$ cat src/design/sgr_pkg.sv
package sgr_pkg;

    localparam int MAX_GROUP = 16;
    localparam int CNT_W     = $clog2(MAX_GROUP + 1);
    localparam int IDX_W     = $clog2(MAX_GROUP);
    localparam int WORD_W    = 32;
    localparam int SIZE_W    = 5;

    localparam logic [SIZE_W-1:0] GROUP_SIZE_RST = SIZE_W'(2);

    typedef logic signed [WORD_W-1:0] t_word;

    typedef struct packed {
        logic push;
        logic pop;
    } t_cell_ctl;

    function automatic logic [CNT_W-1:0] eff_size(input logic [SIZE_W-1:0] size);
        logic [CNT_W-1:0] k;
        if (size == '0) begin
            k = CNT_W'(1);
        end else if (32'(size) > MAX_GROUP) begin
            k = CNT_W'(MAX_GROUP);
        end else begin
            k = CNT_W'(size);
        end
        return k;
    endfunction

endpackage

$ cat src/design/sgr_cell.sv
module sgr_cell (
    input  logic              i_clk,
    input  sgr_pkg::t_cell_ctl i_ctl,
    input  sgr_pkg::t_word    i_from_below,
    input  sgr_pkg::t_word    i_from_above,
    output sgr_pkg::t_word    o_q
);

    sgr_pkg::t_word r_q;
    sgr_pkg::t_word n_q;

    always_comb begin
        n_q = r_q;
        if (i_ctl.push) begin
            n_q = i_from_below;
        end else if (i_ctl.pop) begin
            n_q = i_from_above;
        end
    end

    always_ff @(posedge i_clk) begin
        r_q <= n_q;
    end

    assign o_q = r_q;

endmodule

$ cat src/design/sgr_row.sv
module sgr_row (
    input  logic                        i_clk,
    input  sgr_pkg::t_cell_ctl          i_ctl,
    input  sgr_pkg::t_word              i_value,
    input  logic [sgr_pkg::IDX_W-1:0]   i_rd_idx,
    output sgr_pkg::t_word              o_head,
    output sgr_pkg::t_word              o_tap
);

    sgr_pkg::t_word w_q [sgr_pkg::MAX_GROUP];

    for (genvar g = 0; g < sgr_pkg::MAX_GROUP; g++) begin : g_cell
        sgr_pkg::t_word w_below;
        sgr_pkg::t_word w_above;

        if (g == 0) begin : g_first
            assign w_below = i_value;
        end else begin : g_mid
            assign w_below = w_q[g-1];
        end

        if (g == sgr_pkg::MAX_GROUP - 1) begin : g_last
            assign w_above = w_q[g];
        end else begin : g_inner
            assign w_above = w_q[g+1];
        end

        sgr_cell u_cell (
            .i_clk        (i_clk),
            .i_ctl        (i_ctl),
            .i_from_below (w_below),
            .i_from_above (w_above),
            .o_q          (w_q[g])
        );
    end

    assign o_head = w_q[0];
    assign o_tap  = w_q[i_rd_idx];

endmodule

$ cat src/design/stream_group_reverser.sv
// Input beats are taken one per cycle while a group fills; the newest value
// enters the head cell of a 16-cell shift chain and older values move up.
// A completed group (or the list end) emits n beats, one output beat per cycle while
// the output is not stalled; the edge that takes the completing beat moves the state
// to emission, which loads each beat into the output register and holds input off.
// Synchronous active-low reset clears the fill count, state and output valid and
// sets group_size to 2; cell contents are not reset.
module stream_group_reverser (
    input  logic                          i_clk,
    input  logic                          i_rst_n,
    input  logic                          i_in_valid,
    output logic                          o_in_ready,
    input  logic signed [31:0]            i_value,
    input  logic                          i_list_end,
    output logic                          o_out_valid,
    input  logic                          i_out_ready,
    output logic signed [31:0]            o_out_value,
    output logic                          o_run_last,
    output logic                          o_list_last,
    input  logic                          i_cfg_valid,
    output logic                          o_cfg_ready,
    input  logic [sgr_pkg::SIZE_W-1:0]    i_cfg_group_size
);

    typedef enum logic {
        ST_FILL,
        ST_EMIT
    } t_state;

    t_state                        r_state;
    logic [sgr_pkg::CNT_W-1:0]     r_count;
    logic                          r_rev;
    logic                          r_end;
    logic [sgr_pkg::SIZE_W-1:0]    r_group_size;
    logic                          r_out_valid;
    sgr_pkg::t_word                r_out_value;
    logic                          r_run_last;
    logic                          r_list_last;

    logic [sgr_pkg::CNT_W-1:0]     n_count;
    logic [sgr_pkg::CNT_W-1:0]     w_k;
    logic [sgr_pkg::CNT_W-1:0]     w_cnt_m1;
    logic                          w_in_fire;
    logic                          w_out_fire;
    logic                          w_load;
    logic                          w_full;
    sgr_pkg::t_cell_ctl            w_ctl;
    sgr_pkg::t_word                w_head;
    sgr_pkg::t_word                w_tap;

    assign o_in_ready  = (r_state == ST_FILL);
    assign o_cfg_ready = 1'b1;
    assign w_in_fire   = i_in_valid & o_in_ready;
    assign w_out_fire  = r_out_valid & i_out_ready;
    assign w_load      = (r_state == ST_EMIT) & (~r_out_valid | i_out_ready);
    assign w_k         = sgr_pkg::eff_size(r_group_size);
    assign n_count     = r_count + sgr_pkg::CNT_W'(1);
    assign w_cnt_m1    = r_count - sgr_pkg::CNT_W'(1);
    assign w_full      = (n_count >= w_k);

    assign w_ctl.push = w_in_fire;
    assign w_ctl.pop  = w_load & r_rev;

    sgr_row u_row (
        .i_clk    (i_clk),
        .i_ctl    (w_ctl),
        .i_value  (i_value),
        .i_rd_idx (w_cnt_m1[sgr_pkg::IDX_W-1:0]),
        .o_head   (w_head),
        .o_tap    (w_tap)
    );

    always_ff @(posedge i_clk) begin
        if (!i_rst_n) begin
            r_state      <= ST_FILL;
            r_count      <= '0;
            r_rev        <= 1'b0;
            r_end        <= 1'b0;
            r_group_size <= sgr_pkg::GROUP_SIZE_RST;
            r_out_valid  <= 1'b0;
            r_run_last   <= 1'b0;
            r_list_last  <= 1'b0;
        end else begin
            if (i_cfg_valid) begin
                r_group_size <= i_cfg_group_size;
            end
            if (w_out_fire && !w_load) begin
                r_out_valid <= 1'b0;
            end
            case (r_state)
                ST_FILL: begin
                    if (w_in_fire) begin
                        r_count <= n_count;
                        r_rev   <= w_full;
                        r_end   <= i_list_end;
                        if (w_full || i_list_end) begin
                            r_state <= ST_EMIT;
                        end
                    end
                end
                ST_EMIT: begin
                    if (w_load) begin
                        r_out_valid <= 1'b1;
                        r_out_value <= r_rev ? w_head : w_tap;
                        r_run_last  <= (r_count == sgr_pkg::CNT_W'(1));
                        r_list_last <= (r_count == sgr_pkg::CNT_W'(1)) & r_end;
                        r_count     <= w_cnt_m1;
                        if (r_count == sgr_pkg::CNT_W'(1)) begin
                            r_state <= ST_FILL;
                        end
                    end
                end
                default: begin
                    r_state <= ST_FILL;
                end
            endcase
        end
    end

    assign o_out_valid = r_out_valid;
    assign o_out_value = r_out_value;
    assign o_run_last  = r_run_last;
    assign o_list_last = r_list_last;

    a_count_bound: assert property (@(posedge i_clk) disable iff (!i_rst_n)
        32'(r_count) <= sgr_pkg::MAX_GROUP)
        else $error("fill count exceeds group capacity");

    a_emit_nonempty: assert property (@(posedge i_clk) disable iff (!i_rst_n)
        (r_state == ST_EMIT) |-> (r_count != '0))
        else $error("emission with empty group");

    a_list_last_run: assert property (@(posedge i_clk) disable iff (!i_rst_n)
        (o_out_valid && o_list_last) |-> o_run_last)
        else $error("list end without run end");

    a_emit_done: assert property (@(posedge i_clk) disable iff (!i_rst_n)
        (w_load && r_count == sgr_pkg::CNT_W'(1)) |=>
            (r_state == ST_FILL && r_count == '0 && o_out_valid && o_run_last))
        else $error("group emission did not close");

endmodule

$ cat config.mk
export PLATFORM = sky130hd
export DESIGN_NAME = stream_group_reverser
export DESIGN_NICKNAME = d
export VERILOG_FILES = /design/src/design/sgr_pkg.sv /design/src/design/sgr_cell.sv /design/src/design/sgr_row.sv /design/src/design/stream_group_reverser.sv
export SDC_FILE = /design/constraint.sdc
export NUM_CORES = 1
export LEC_CHECK = 0
export ABC_AREA = 1
export BUFFER_PORTS_ARGS = -buffer_cell sky130_fd_sc_hd__buf_2
export CORE_UTILIZATION = 40
export CTS_CLUSTER_DIAMETER = 30
export DETAILED_ROUTE_END_ITERATION = 16
export PLACE_DENSITY = 0.66
export SYNTH_ARGS = -nofsm -noshare
export SYNTH_HDL_FRONTEND = slang
export SYNTH_SLANG_ARGS = --single-unit
$ cat constraint.sdc
create_clock -name i_clk -period 46.1 [get_ports i_clk]
set_input_delay 6.915 -clock i_clk [delete_from_list [all_inputs] [get_ports i_clk]]
set_output_delay 6.915 -clock i_clk [all_outputs]
set_load 0.02 [all_outputs]
==> metrics.txt <==
average routed wire per standard cell=between 15 and 20 um; Cells after Synth=3,283; Skew-Pair Late Insertion Delay=about 0.66 ns; Synth Flop Type=edfxtp_1; detailed placement HPWL=around 35,000 um; Worst setup EP type=flip-flop; worst-path maximum fanout=250; startpoint types=input pin; RSZ-0062 raised after global routing=false; CTS resizes=0; # diodes=0; synth unique cells=28; max-capacitance violation count=0; fmax=between 0.09 and 0.1 GHz; Vias/cell=just over 5; leading area contributor after synthesis=edfxtp_1; routed vias=roughly 22,000; GP Congestion=about 0.75; Max VDD drop=around 0.05 mV; Area growth, synth to finish=15.6%; GRT Total Usage=between 10% and 20%; WL met1=approximately 31,000 um; worst hold path class=flip-flop to flip-flop; remaining antenna violation count=0; post-layout util=roughly 47%; initial cell density of the core=between 40% and 50%; postcts setup bufs=0; max layer used=met4; Die X-Extent=roughly 270 um; Worst Path Arrival=between 10 and 15 ns; post-layout min period=roughly 11 ns; Layout Skew=0.0195 ns; GRT Residual Overflow=0; Die Footprint=between 70,000 and 80,000 um2; drt first pass iters=6; Final Slew Violations=0; Sink Count=between 500 and 600; Setup CP Type=input pin to flip-flop; initial antenna violation count=0; Seq cells post-synth=560; # rows=just under 100; LEAKAGE=between 10 and 15 nW; synth top area cells=edfxtp_1 (57%), nand2_1 (19%), o21ai_0 (7.1%); sequential share of the synthesized area=58.6%; met2 routed WL=~33,000 um; commonest non-fill, non-tap cell in the layout=nand2_1; Slew HR=between 20% and 30%; H-tree depth=3; power per cell area=roughly 68 nW/um2; Post-synth ARST share=0%; synthesized net count=between 3,000 and 4,000; CTS tree=done; top cell type's share of synthesized area=57.5%; Synth Area per Inst=8.66 um2; Setup-failing EPs final=0; fin nets=around 3,300; drt total wl=69,000 um; Tcrit/Tclk final=a little under a quarter; Initial DRC Count=2,239; routed wl met3=3920 um; Synth warnings=0; largest net degree at the start of global routing=roughly 250; Slew @ Worst Pin=roughly 1.2 ns; Core Area=~70,000 um2; CTS buffer count=approximately 110; buffers from clock root to sink, at most=3; number of flops mapped to enable cells by yosys=between 500 and 600; synthesized area=28,400 um2; Port Buffer Count=78; leading cell types in the layout, fill and taps excluded=nand2_1 (1,414), edfxtp_1 (544), o21ai_0 (402), nand3_1 (388), inv_1 (221); DRC viols=0; outcome=finished clean; final hold violation count=0; clock-pin slew on the worst setup and hold paths=about 0.050 ns; first-pass GRT wire length=approximately 110,000 um; Setup TNS Final=0 ns; layout cells sized above 1=under 10%; hold_buf cts=0; hold_ws=about 0.47 ns; CP Data Required Time=46.44 ns; clock root buffer=clkbuf_16; chip height=269 um; io pins=80; vias in the first global route=21,400
[state kept, by name, summed over array words and instances (netlist names)]
| name | count |
|---|---|
| o_out_value | 32 |
| o_list_last | 1 |
| r_rev | 1 |
| r_end | 1 |
| r_state | 1 |
| o_out_valid | 1 |
| r_group_size | 5 |
| u_row.g_cell.u_cell.o_q | 512 |
| o_run_last | 1 |
| r_count | 5 |
[final timing paths]
kind,startpoint,end,slack (ns),cells past startpoint
max,i_in_valid,u_row.g_cell[1].u_cell.o_q[14],35.58,6
min,r_end,r_end,0.47,2
max reg2reg,r_rev,u_row.g_cell[1].u_cell.o_q[18],41.40,6
min reg2reg,r_end,r_end,0.47,2
[layout make-up]
type | instances | area, um2
fillers | 6692 | 37300
clock buffers | 119 | 2770
repair buffers | 101 | 601
flip-flops and latches | 560 | 16700
inverters | 227 | 870
well taps | 940 | 1180
multi-input cells | 2276 | 9760
clock inverters | 86 | 1030
[worst max-delay path, stage by stage]
cell,delay [ns]
buf_2,0.14
nand2_8,0.42
inv_8,0.94
buf_4,0.79
buf_12,0.62
o21ai_0,0.29
[cells by family (layout without fill, tap and decap cells)]
logic type      after synthesis  count (layout)  share of synthesized area [%]
compound gates              439             439                           7.74
flops                       560             560                           58.6
simple gates               1823            1823                           25.9
other cells                   1               1                         0.0132
xor+xnor                      5               5                          0.220
fa+ha+maj                     8               8                          0.352
buf+inv                     447             533                           7.21
[report_power, final]
group	leakage [nW]	internal, mW	switching [mW]	total [mW]
sequential	5.41	0.739	0.0759	0.815
combinational	6.53	0.175	0.441	0.616
clock	1.81	0.536	0.277	0.813
total	13.7	1.45	0.794	2.24
[metal layers]
metal | global-route usage (%) | up-vias
met1 | 25.1 | 10500
met4 | 5.28 | 0
li1 | - | 10900
met3 | 3.24 | 107
met5 | 0 | -
met2 | 31.7 | 613
[metrics by stage]
stage / setup slack, ns / power, mW / instance area, um2 / cells
floorplan: 3.59 / 1.36 / 28400 / 3283
global placement: 35.14 / 1.42 / 29100 / 4104
detailed placement: 35.15 / 1.43 / 29100 / 4104
CTS: 35.84 / 2.25 / 32900 / 4309
global route: 35.49 / 2.37 / 32900 / 4309
finish: 35.58 / 2.24 / 32900 / 4309
[cells in the mapped netlist (2+ instances only)]
library cell and number:
nand2_1 1415, edfxtp_1 544, o21ai_0 403, nand3_1 388
inv_1 222, buf_2 114, clkbuf_1 58, buf_4 30
o21ai_1 19, dfxtp_1 16, a21oi_1 15, buf_6 15
nor2_1 14, ha_1 8, inv_2 4, buf_1 3
nand2_2 2, xnor2_1 2, xor2_1 2
Note: power is estimated with default switching activity, not from simulation.
